==> src/rtl/core/sve_pkg.sv <==
// package for the smoothed velocity estimator
// shared widths, reset constants, controller states and command/status structs
package sve_pkg;

   localparam int POS_W = 32;
   localparam int TIME_W = 24;
   localparam int CFG_W = 16;
   localparam int CSR_IDX_W = 1;
   localparam int DEF_POS_FRAC_BITS = 8;
   localparam int DEF_TIME_FRAC_BITS = 16;
   localparam logic [CFG_W-1:0] MIN_FRAME_RESET = 16'd66;
   localparam logic [CFG_W-1:0] RATE_RESET = 16'd1536;
   localparam logic [CSR_IDX_W-1:0] CSR_MIN_FRAME = 1'b0;
   localparam logic [CSR_IDX_W-1:0] CSR_RATE = 1'b1;

   typedef enum logic [3:0] {
      ST_IDLE,
      ST_GAIN,
      ST_DIV_START,
      ST_DIV_WAIT,
      ST_MUL,
      ST_ACC,
      ST_NEXT_AXIS,
      ST_SQRT_START,
      ST_SQRT_WAIT,
      ST_OUT
   } state_type;

   typedef struct packed {
      logic load;
      logic gain;
      logic div_start;
      logic mul;
      logic acc;
      logic next_axis;
      logic sqrt_start;
      logic finish;
   } cmd_type;

   typedef struct packed {
      logic update;
      logic div_done;
      logic sqrt_done;
      logic last_axis;
   } status_type;

endpackage

==> src/rtl/core/sve_ctrl.sv <==
// controller state machine for the smoothed velocity estimator
// depends on sve_pkg; commands sve_datapath
module sve_ctrl import sve_pkg::*; (
   input  logic       clock,
   input  logic       reset,
   input  logic       req_fire,
   input  logic       rsp_free,
   input  status_type status,
   output cmd_type    cmd,
   output logic       busy,
   output logic       done
);
   state_type state_ff, state_in;

   always_ff @(posedge clock) begin
      if (reset) state_ff <= ST_IDLE;
      else state_ff <= state_in;
   end

   always_comb begin
      state_in = state_ff;
      unique case (state_ff)
         ST_IDLE:       if (req_fire) state_in = ST_GAIN;
         ST_GAIN:       state_in = status.update ? ST_DIV_START : ST_OUT;
         ST_DIV_START:  state_in = ST_DIV_WAIT;
         ST_DIV_WAIT:   if (status.div_done) state_in = ST_MUL;
         ST_MUL:        state_in = ST_ACC;
         ST_ACC:        state_in = status.last_axis ? ST_SQRT_START : ST_NEXT_AXIS;
         ST_NEXT_AXIS:  state_in = ST_DIV_START;
         ST_SQRT_START: state_in = ST_SQRT_WAIT;
         ST_SQRT_WAIT:  if (status.sqrt_done) state_in = ST_OUT;
         ST_OUT:        if (rsp_free) state_in = ST_IDLE;
         default:       state_in = ST_IDLE;
      endcase
   end

   always_comb begin
      cmd = '0;
      cmd.load = req_fire;
      busy = state_ff != ST_IDLE;
      done = 1'b0;
      unique case (state_ff)
         ST_GAIN:       cmd.gain = 1'b1;
         ST_DIV_START:  cmd.div_start = 1'b1;
         ST_MUL:        cmd.mul = 1'b1;
         ST_ACC:        cmd.acc = 1'b1;
         ST_NEXT_AXIS:  cmd.next_axis = 1'b1;
         ST_SQRT_START: cmd.sqrt_start = 1'b1;
         ST_OUT: begin
            cmd.finish = rsp_free;
            done = rsp_free;
         end
         default: ;
      endcase
   end
endmodule

==> config.mk <==
export PLATFORM = sky130hd
export DESIGN_NAME = sve_ctrl
export DESIGN_NICKNAME = d
export VERILOG_FILES = /design/src/rtl/core/sve_pkg.sv /design/src/rtl/core/sve_ctrl.sv
export SDC_FILE = /design/constraint.sdc
export NUM_CORES = 1
export LEC_CHECK = 0
export ABC_AREA = 1
export BUFFER_PORTS_ARGS = -buffer_cell sky130_fd_sc_hd__buf_2
export CAP_MARGIN = 0
export CORE_AREA = 2 2 39 41
export CTS_CLUSTER_DIAMETER = 60
export DETAILED_ROUTE_END_ITERATION = 7
export DIE_AREA = 0 0 41 43
export PLACE_DENSITY = 0.64
export SYNTH_ARGS = -nofsm -noshare
export SYNTH_HDL_FRONTEND = slang
export SYNTH_SLANG_ARGS = --single-unit
==> constraint.sdc <==
create_clock -name clock -period 1 [get_ports clock]
set_clock_uncertainty 0.05 [all_clocks]
set_input_delay 0 -clock clock [delete_from_list [all_inputs] [get_ports clock]]
set_output_delay 0 -clock clock [all_outputs]
set_load 0.03 [all_outputs]
==> metrics.md, run 1 <==
| Metric | Value |
|---|---|
| Nets@finish | 108 |
| Combinational power share | 74.0% |
| Worst path arrival time | roughly 1300 ps |
| Critical Path End | cmd[4] |
| Worst R2R Start | state_ff[0]$_SDFFE_PP0P_ |
| Regs by FF count | state_ff (4) |
| Rel. slew slack | between 80% and 90% |
| Failing checks | negative setup slack |
| Layout Area Growth over Synthesis | 128.0% |
| CP Depth | 5 |
| Cells after synthesis | just over 60 |
| Required time of the critical path | between 900 and 1000 ps |
| Hold path cells | 5 |
| Syn Area/Cell | a little over 6 µm² |
| Reg-to-reg setup timing slack | -240 ps |
| Setup ws final | -304.0 ps |
| Synthesized cell area | 370.4 µm² |
| CP startpoint | state_ff[1]$_SDFFE_PP0P_ |
| Post-route ant nets | 0 |
| Via count | a little over 500 |
| Area share of the largest cell type after synthesis | 21.62% |
| Most used DFF post-synth | dfxtp_1 |
| Largest net degree at the start of global routing | 7 |
| Seq/Total Area, Yosys | 21.62% |
| Die W | 41 µm |
| # setup viols final | 13 |
| CTS tree | built |
| Final global-route overflow total | 0 |
| Top cells by area, synth | dfxtp_1 (22%), nor2_2 (10%), inv_1 (9.1%) |
| Setup crit end kind | output port |
| Clock network fraction of total power | 11.1% |
| Via/cell ratio | 4.417 |
| Skew-Pair Late Insertion Delay | 240 ps |
| CP top delay family | buffers and inverters |
| Final period utilization | 130.4% |
| Crit path largest cell delay | roughly 320 ps |
| Internal power | approximately 1.1 mW |
| Inserted Diodes | 0 |
| Routed WL | 1261 µm |
| Starting Density | between 20% and 30% |
| Final Hold Viols | 0 |
| Peak VDD IR | about 0.0012 V |
| Post-synth top cells | inv_1 (9), nand2_1 (9), nand3_1 (6), nor2_2 (6), inv_2 (5) |
| Gpl congestion | 0.7926 |
| Warning count from the yosys run | 0 |
| CP Class | flip-flop to output port |
| Worst R2R Path Depth | 8 |
| DRC | 0 |
| Total power draw | 1.958 mW |
| #FFs+latches synth | 4 |
| Row Count | 14 |
| RSZ-0062 raised after global routing | true |
| Clock Root Buffer | clkbuf_4 |
| Syn nets | 69 |
| First-pass GRT wire length | around 1800 µm |
| Die H | 43 µm |
| Initial antenna violation count | 0 |
| MaxCap Viol Count | 0 |
| Clock transition at the registers of the reported paths | 30 ps |
| Post-layout min period | about 1300 ps |
| Critical Path Start Type | flip-flop |
| Status | finished with violations |
| Bufs and invs on worst path | 4 |
| Post-layout util | 61.03% |
| Sw Share | between 40 and 50% |
| CTS Buffer Depth | 2 |
| Cts bufs inserted | 3 |
| PortBufs | 17 |
| Async SR Flop Fraction | 0% |
| Max reg flops | 4 |
| Max frequency | ~770 MHz |
| Biggest register | state_ff |
| Wirelength per Cell | between 10 and 15 µm |
| Synth area leader | dfxtp_1 |
| Min-Delay Path Class | primary input to flip-flop |
| Worst-path cell chain | buf_6 > buf_4 > buf_6 > nor3_2 > buf_4 |
| Die area | between 0.0015 and 0.002 mm² |
| Reg-to-reg endpoint | state_ff[3]$_SDFFE_PP0P_ |
| EDFF count, synth | 0 |
| Pwr/cell area | approximately 2300 mW/mm² |
| P_sw | 0.8944 mW |
| Post-DP HPWL | 819.1 µm |
| Leak | slightly above 0.4 nW |
| Worst Max-Slew Pin Slew | 233.2 ps |
| Non-filler cells, final | approximately 120 |
| Ports | 18 |
| Critical Path Slowest Stage Cell | dfxtp_2 |
| Drt pass-1 iters | 2 |
| Distinct cells, synth | 22 |
| Initial drt markers | 2 |
| TritonCTS Sinks | 4 |
| Hold path start | status[3] |
| Core footprint | between 0.001 and 0.0015 mm² |
| Vias in the first global route | approximately 470 |
| Critical path fanouts, max | 3 |
| GRT Util Overall | between 10% and 20% |
| Post-Place Cells | 99 |
| Depth of the CTS H-tree | 1 |
| Power share of the sequential group | 14.8% |
| Max Transition Viols Final | 0 |
| Share of layout cells above drive strength 1 | around 75% |
-- timing repair --
item,4_1_cts,5_1_grt
pin swaps,8,12
endpoints found under the setup margin,13,13
endpoints found under the hold margin,2,0
buffers inserted,6,7
gates resized for setup,32,15
hold buffers,1,0
-- through the flow --
step / hold slack, ps / setup TNS, ps / area [µm²] / setup WS (ps)
global placement: 134.1 / -954.5 / 560.5 / -189.0
global route: 114.3 / -3534 / 844.6 / -371.0
detailed placement: 132.9 / -905.1 / 560.5 / -198.3
floorplan: 5.084 / -838.3 / 417.9 / -286.7
finish: 78.01 / -2798 / 844.6 / -304.0
CTS: 48.01 / -2257 / 742.0 / -271.9
-- power groups by stage --
stage | logic, mW | clock network [mW] | registers, mW
after floorplan | 0.588 | 0 | 0.284
after global placement | 0.872 | 0 | 0.272
after detailed placement | 0.869 | 0 | 0.274
after CTS | 1.20 | 0.231 | 0.294
after global routing | 1.54 | 0.236 | 0.298
final | 1.45 | 0.218 | 0.291
-- metal layers --
metal / GRT usage, % / vias to the layer above / share of wire [%]
li1: - / 268 / -
met1: 15.06 / 228 / 37
met2: 27.50 / 12 / 60
met3: 1.571 / 0 / 3.0
met4: 10.00 / 0 / 0
met5: 0 / - / 0
-- area by class of cell --
type | instances | area, µm²
Clock buffer | 4 | 26.28
Fill cell | 119 | 539.3
Inverter | 15 | 58.81
Multi-Input combinational cell | 40 | 341.6
Sequential cell | 4 | 92.59
Tap cell | 16 | 20.02
Timing Repair Buffer | 36 | 305.3
-- worst register-to-register path: cells and delay by family, from the launching register on --
kind | cells | cell delay (ps)
buffers and inverters | 1 | 140
flip-flops | 1 | 370
AND/OR/NAND/NOR | 7 | 560
-- cells in the final DEF, fill, tap and decap left out, types with 2 or more instances in the layout --
| cell type | netlist | final |
|---|---|---|
| nand4_1 | 2 | 2 |
| nand3_2 | 1 | 2 |
| buf_4 | 2 | 13 |
| inv_1 | 9 | 6 |
| buf_2 | 0 | 8 |
| nand2_2 | 2 | 3 |
| nor2_1 | 4 | 3 |
| nand3_4 | 0 | 3 |
| dfxtp_4 | 0 | 3 |
| nand3_1 | 6 | 2 |
| buf_6 | 0 | 14 |
| clkbuf_4 | 0 | 3 |
| inv_2 | 5 | 8 |
| nand2_4 | 0 | 2 |
| nand2_1 | 9 | 6 |
| nor2_4 | 1 | 7 |
-- kinds of logic (layout without fill, tap and decap cells) --
group	after synthesis	count (layout)	share of synthesized area, %
DFF	4	4	21.62
AOI/OAI and AO/OA	5	5	8.106
and+or+nand+nor	35	35	51.01
buffers and inverters	17	55	19.25
-- worst min-delay path by stage --
| stage | end | slack (ps) |
|---|---|---|
| after floorplan | state_ff[0]$_SDFFE_PP0P_ | 5 |
| after global placement | state_ff[0]$_SDFFE_PP0P_ | 130 |
| after detailed placement | state_ff[0]$_SDFFE_PP0P_ | 130 |
| after CTS | state_ff[1]$_SDFFE_PP0P_ | 50 |
| after global routing | state_ff[1]$_SDFFE_PP0P_ | 110 |
| final | state_ff[1]$_SDFFE_PP0P_ | 80 |
Power figures use the tool's default switching activity.
==> run 2: changes to the inputs <==
--- a/config.mk
+++ b/config.mk
@@ -14,3 +14,3 @@
 export DIE_AREA = 0 0 41 43
-export PLACE_DENSITY = 0.64
+export PLACE_DENSITY = 0.62
 export SYNTH_ARGS = -nofsm -noshare
==> constraint.sdc (replaced) <==
create_clock -name clock -period 1.5 [get_ports clock]
set_clock_uncertainty 0.05 [all_clocks]
set_input_delay 0 -clock clock [delete_from_list [all_inputs] [get_ports clock]]
set_output_delay 0 -clock clock [all_outputs]
set_load 0.05 [all_outputs]
==> metrics.md, run 2 (synthesis results as in run 1) <==
| Metric | Value |
|---|---|
| Commonest non-fill, non-tap cell in the layout | buf_2 |
| GRT Util Overall | 11.33% (-4.0 points) |
| Min-Delay Path Class | primary input to flip-flop |
| Setup crit end kind | output port |
| CTS Buffer Depth | 2 (unchanged) |
| Post-Place Cells | 92 (-7.1%) |
| Skew-Pair Late Insertion Delay | 230 ps (about the same) |
| Non-filler cells, final | 96 (-17%) |
| Row Count | 14 (unchanged) |
| Final global-route overflow total | 0 (unchanged) |
| Status | complete, no violations |
| Footprint of the multi-input gates | 246.5 µm² (-28%) |
| Worst R2R Start | state_ff[1]$_SDFFE_PP0P_ |
| TritonCTS Sinks | 4 (unchanged) |
| Worst Hold Endpoint | state_ff[1]$_SDFFE_PP0P_ |
| Clock transition at the registers of the reported paths | 40 ps (about the same) |
| Via/cell ratio | 4.313 (-2.4%) |
| RSZ-0062 raised after global routing | true |
| DRC | 0 (unchanged) |
| Worst path arrival time | 1350 ps (+100 ps) |
| Post-DP HPWL | 738.1 µm (-9.9%) |
| Cell Area, Placed | 483.0 µm² (-14%) |
| Sequential Area | 80.08 µm² (-14%) |
| PortBufs | 17 (unchanged) |
| Hold path start | status[3] |
| Regs by FF count | state_ff (4) |
| Initial antenna violation count | 0 (unchanged) |
| Setup TNS | 0 ps (+2798 ps) |
| Rel. slew slack | 80.06% (-4.3 points) |
| Max Transition Viols Final | 0 (unchanged) |
| Bufs and invs on worst path | 3 (-1) |
| Routed WL | 885 µm (-30%) |
| Starting Density | 26.76% (unchanged) |
| Critical Path Start Type | flip-flop |
| Worst-path cell chain | inv_2 > nor2_2 > inv_2 > nor2_2 > clkbuf_4 |
| Post-layout util | 38.34% (-23 points) |
| Pwr/cell area | 1637 mW/mm² (-29%) |
| Reg-to-reg endpoint | state_ff[3]$_SDFFE_PP0P_ |
| Filler cell count | 159 (+34%) |
| Depth of the CTS H-tree | 1 (unchanged) |
| # setup viols final | 0 (-13) |
| Biggest register | state_ff |
| Post-CTS setup buffer count | 0 (-6) |
| Crit path largest cell delay | 450 ps (+130 ps) |
| Peak VDD IR | 0.0005671 V (-52%) |
| Final Hold Viols | 0 (unchanged) |
| CTS tree | built |
| Final Cell Area | 530.5 µm² (-37%) |
| Worst Max-Slew Pin Slew | 298.0 ps (+64.77 ps) |
| Post-layout min period | between 1000 and 1500 ps |
| Required time of the critical path | 1450 ps (+500 ps) |
| Reg-to-reg setup timing slack | 220 ps (+460 ps) |
| Nets@finish | 90 (-17%) |
| Worst R2R Path Depth | 7 (-1) |
| Ports | 18 (unchanged) |
| Die H | 43 µm (unchanged) |
| Post-route ant nets | 0 (unchanged) |
| Max reg flops | 4 (unchanged) |
| Core footprint | 0.001384 mm² (unchanged) |
| Critical path fanouts, max | 4 (+1) |
| Final period utilization | between 90% and 100% |
| Most frequent cells in the layout | buf_2 (13), nand2_1 (9), inv_1 (9) |
| Wirelength per Cell | 9.219 µm (-16%) |
| Hold path cells | 5 (unchanged) |
| Via count | 414 (-19%) |
| Leak | 0.2861 nW (-29%) |
| Die area | 0.001763 mm² (unchanged) |
| Critical Path Slowest Stage Cell | dfxtp_1 |
| First-pass GRT wire length | 1359 µm (-25%) |
| Gpl congestion | 0.7827 (-1.2%) |
| Cts bufs inserted | 3 (unchanged) |
| MaxCap Viol Count | 0 (unchanged) |
| Initial drt markers | 3 (+1) |
| Clock Root Buffer | clkbuf_4 |
| Die W | 41 µm (unchanged) |
| Layout Area Growth over Synthesis | 43.24% |
| Inserted Diodes | 0 (unchanged) |
| CP top delay family | flip-flops |
| CP Class | flip-flop to output port |
| Share of layout cells above drive strength 1 | 48.75% (-26 points) |
| Max frequency | 712.6 MHz |
| Drt pass-1 iters | 2 (unchanged) |
| Vias in the first global route | 358 (-23%) |
| Largest net degree at the start of global routing | 8 (+1) |
run 2: cell types whose count changed in the layout (fill, tap and decap cells not counted), sizes merged:
cell    before  now
clkinv       0    1
buf         35   15
inv         15   14
clkbuf       4    5
run 2: area by class of cell:
type	count	area share [%]
timing repair buffer	18	19.81
sequential	4	15.09
multi-input combinational	40	46.46
inverter	15	10.61
tap	16	3.774
clock buffer	3	4.245
run 2: worst register-to-register path: cells and delay by family, from the launching register on:
kind             cells  cell delay, ps
flip-flops           1             470
AND/OR/NAND/NOR      7             640
run 2: repair_timing:
action,4_1_cts,5_1_grt
cloned,0,0
endpoints found under the hold margin,2,0
gates resized for setup,0,7
endpoints found under the setup margin,2,6
hold buffers,1,0
run 2: how the worst max path moves through the flow:
stage | slack [ps] | cells after the start | end | from
global route | -40 | 5 | cmd[0] | state_ff[0]$_SDFFE_PP0P_
detailed placement | 230 | 5 | cmd[0] | state_ff[0]$_SDFFE_PP0P_
finish | 100 | 5 | cmd[1] | state_ff[2]$_SDFFE_PP0P_
floorplan | -120 | 5 | cmd[0] | state_ff[0]$_SDFFE_PP0P_
global placement | 230 | 5 | done | state_ff[0]$_SDFFE_PP0P_
CTS | -20 | 5 | cmd[0] | state_ff[0]$_SDFFE_PP0P_
run 2: metal layers:
metal / vias up / global-route usage, % / routed length [µm]
met2: 11 / 16.56 / 421
met3: 0 / 3.141 / 53
met5: - / 0 / 0
met4: 0 / 6.000 / 0
li1: 231 / - / -
met1: 172 / 14.42 / 411
run 2: power by group:
group,internal (mW),switching [mW],total (mW),leakage [nW]
logic,0.154,0.400,0.555,0.239
registers,0.136,0.0504,0.186,0.0328
clock network,0.0891,0.0385,0.128,0.0138
run 2: per-stage QoR:
step	setup WS [ps]	power (mW)	hold slack (ps)
after CTS	-21.78	0.8663	34.76
final	96.66	0.8684	44.99
after floorplan	-120.2	0.6249	12.44
after global routing	-38.06	0.9510	41.42
after detailed placement	231.0	0.7271	152.8
after global placement	228.8	0.7258	147.1
==> run 3: changes to the inputs <==
CELL_PAD_IN_SITES_DETAIL_PLACEMENT = 0   (was default)
CELL_PAD_IN_SITES_GLOBAL_PLACEMENT = 1   (was default)
PLACE_DENSITY = 0.84   (was 0.62)
TNS_END_PERCENT = 1   (was default)
==> metrics.md, run 3 (synthesis results as in run 1) <==
| Metric | Value |
|---|---|
| Max reg flops | 4 (unchanged) |
| Setup TNS | 0 ps (unchanged) |
| Most frequent cells in the layout | buf_2 (14), nand2_1 (9), inv_1 (9) |
| Rel. slew slack | 79.65% (-0.41 points) |
| Hold path start | status[3] |
| RSZ-0062 raised after global routing | true |
| Gpl congestion | 0.8247 (+5.4%) |
| Post-layout min period | 1422 ps (+19.08 ps) |
| Critical Path Slowest Stage Cell | dfxtp_1 |
| DRC | 0 (unchanged) |
| CP most frequent cell | inv_2 |
| Total power draw | 0.8681 mW (about the same) |
| CP Class | flip-flop to output port |
| Final global-route overflow total | 0 (unchanged) |
| Reg-to-reg endpoint | state_ff[0]$_SDFFE_PP0P_ |
| Layout Area Growth over Synthesis | 41.89% |
| Reg-to-reg setup timing slack | 240 ps (+20 ps) |
| Max frequency | 703.0 MHz (-1.3%) |
| Die W | 41 µm (unchanged) |
| Regs by FF count | state_ff (4) |
| Routed WL | 849 µm (-4.1%) |
| Starting Density | 26.76% (unchanged) |
| Via/cell ratio | 4.760 (+10%) |
| Peak VDD IR | 0.0006534 V (+15%) |
| Cts bufs inserted | 3 (unchanged) |
| Skew-Pair Late Insertion Delay | 230 ps (about the same) |
| Worst Hold Endpoint | state_ff[1]$_SDFFE_PP0P_ |
| First-pass GRT wire length | 1179 µm (-13%) |
| Setup crit end kind | output port |
| Initial antenna violation count | 0 (unchanged) |
| Critical path fanouts, max | 4 (unchanged) |
| Drt pass-1 iters | 4 (+2) |
| Final Hold Viols | 0 (unchanged) |
| CP top delay family | flip-flops |
| Post-DP HPWL | 710.6 µm (-3.7%) |
| Leak | 0.2868 nW (+0.27%) |
| Max Transition Viols Final | 0 (unchanged) |
| PortBufs | 17 (unchanged) |
| Die H | 43 µm (unchanged) |
| Status | complete, no violations |
| Cell Area, Placed | 480.5 µm² (-0.52%) |
| Post-layout util | 37.97% (-0.36 points) |
| Wirelength per Cell | 8.844 µm (-4.1%) |
| Commonest non-fill, non-tap cell in the layout | buf_2 |
| Worst R2R Start | state_ff[1]$_SDFFE_PP0P_ |
| Ports | 18 (unchanged) |
| Worst-path cell chain | inv_2 > nor2_2 > inv_2 > nor2_1 > clkbuf_4 |
| Clock Root Buffer | clkbuf_4 |
| Largest net degree at the start of global routing | 8 (unchanged) |
| Vias in the first global route | 328 (-8.4%) |
| Depth of the CTS H-tree | 1 (unchanged) |
| Core footprint | 0.001384 mm² (unchanged) |
| Final Cell Area | 525.5 µm² (-0.94%) |
| GRT Util Overall | 10.02% (-1.3 points) |
| Critical Path Start Type | flip-flop |
| Initial drt markers | 21 (+18) |
| Worst R2R Path Depth | 5 (-2) |
| Crit path largest cell delay | 440 ps (about the same) |
| Die area | 0.001763 mm² (unchanged) |
| CTS tree | built |
| # setup viols final | 0 (unchanged) |
| Hold path cells | 5 (unchanged) |
| Share of layout cells above drive strength 1 | 47.50% (-1.3 points) |
| Row Count | 14 (unchanged) |
| Pwr/cell area | 1652 mW/mm² (+0.91%) |
| Required time of the critical path | 1450 ps (about the same) |
| Post-route ant nets | 0 (unchanged) |
| TritonCTS Sinks | 4 (unchanged) |
| CTS Buffer Depth | 2 (unchanged) |
| Clock transition at the registers of the reported paths | 40 ps (about the same) |
| Worst path arrival time | 1370 ps (+20 ps) |
| Min-Delay Path Class | primary input to flip-flop |
| Via count | 457 (+10%) |
| Final period utilization | 94.83% (+1.3 points) |
| MaxCap Viol Count | 0 (unchanged) |
| Bufs and invs on worst path | 3 (unchanged) |
| Inserted Diodes | 0 (unchanged) |
| Biggest register | state_ff |
| Worst Max-Slew Pin Slew | 304.1 ps (+6.108 ps) |
| Nets@finish | 90 (unchanged) |
-- run 3: cell count changes in the layout (fill, tap and decap cells not counted), sizes merged --
| cell | delta |
|---|---|
| clkbuf | -1 |
| buf | +1 |
-- run 3: through the flow --
step,hold WS (ps),worst slack [ps],std cells
floorplan,12.44,-219.1,61
global placement,149.0,225.4,92
detailed placement,152.9,212.9,92
CTS,49.11,-38.83,96
global route,84.53,-14.08,96
finish,83.80,77.58,96
-- run 3: worst max path at each step --
stage                                         from                  endpoint  slack (ps)  cells after the start
final                     state_ff[2]$_SDFFE_PP0P_                    cmd[1]          80                      5
after global routing      state_ff[0]$_SDFFE_PP0P_                      done         -10                      5
after CTS                 state_ff[0]$_SDFFE_PP0P_                    cmd[0]         -40                      5
after detailed placement  state_ff[0]$_SDFFE_PP0P_                    cmd[0]         210                      5
after global placement    state_ff[0]$_SDFFE_PP0P_                      done         230                      5
after floorplan           state_ff[2]$_SDFFE_PP0P_  state_ff[3]$_SDFFE_PP0P_        -220                      6
-- run 3: final cells by class --
type	count	area, µm²
inverter	15	56.30
fill	145	858.3
tap	16	20.02
sequential	4	80.08
multi-input combinational	40	244.0
clock buffer	3	22.52
timing repair buffer	18	102.6
-- run 3: tightest hold or removal path, cell delays in order --
cell	delay, ps
buf_2	90
nand2_1	50
nand4_1	90
nand2_1	60
inv_1	50
-- run 3: timing repair --
action | in CTS | in global routing
hold buffers | 1 | 0
gates resized for setup | 0 | 6
hold endpoints to repair | 2 | 0
endpoints found under the setup margin | 2 | 4
buffers inserted | 0 | 0
-- run 3: where the power goes --
| group | internal, mW | switching [mW] | leakage (nW) |
|---|---|---|---|
| Combinational | 0.154 | 0.401 | 0.240 |
| Clock | 0.0892 | 0.0399 | 0.0138 |
| Sequential | 0.136 | 0.0484 | 0.0328 |
| Total | 0.379 | 0.489 | 0.287 |
-- run 3: routing by layer --
metal  GRT usage (%)  share of wire, %  wire length [µm]
met3           3.141               8.4                71
met2           13.44                49               412
met4           8.000                 0                 0
met5               0                 0                 0
met1           12.46                43               365
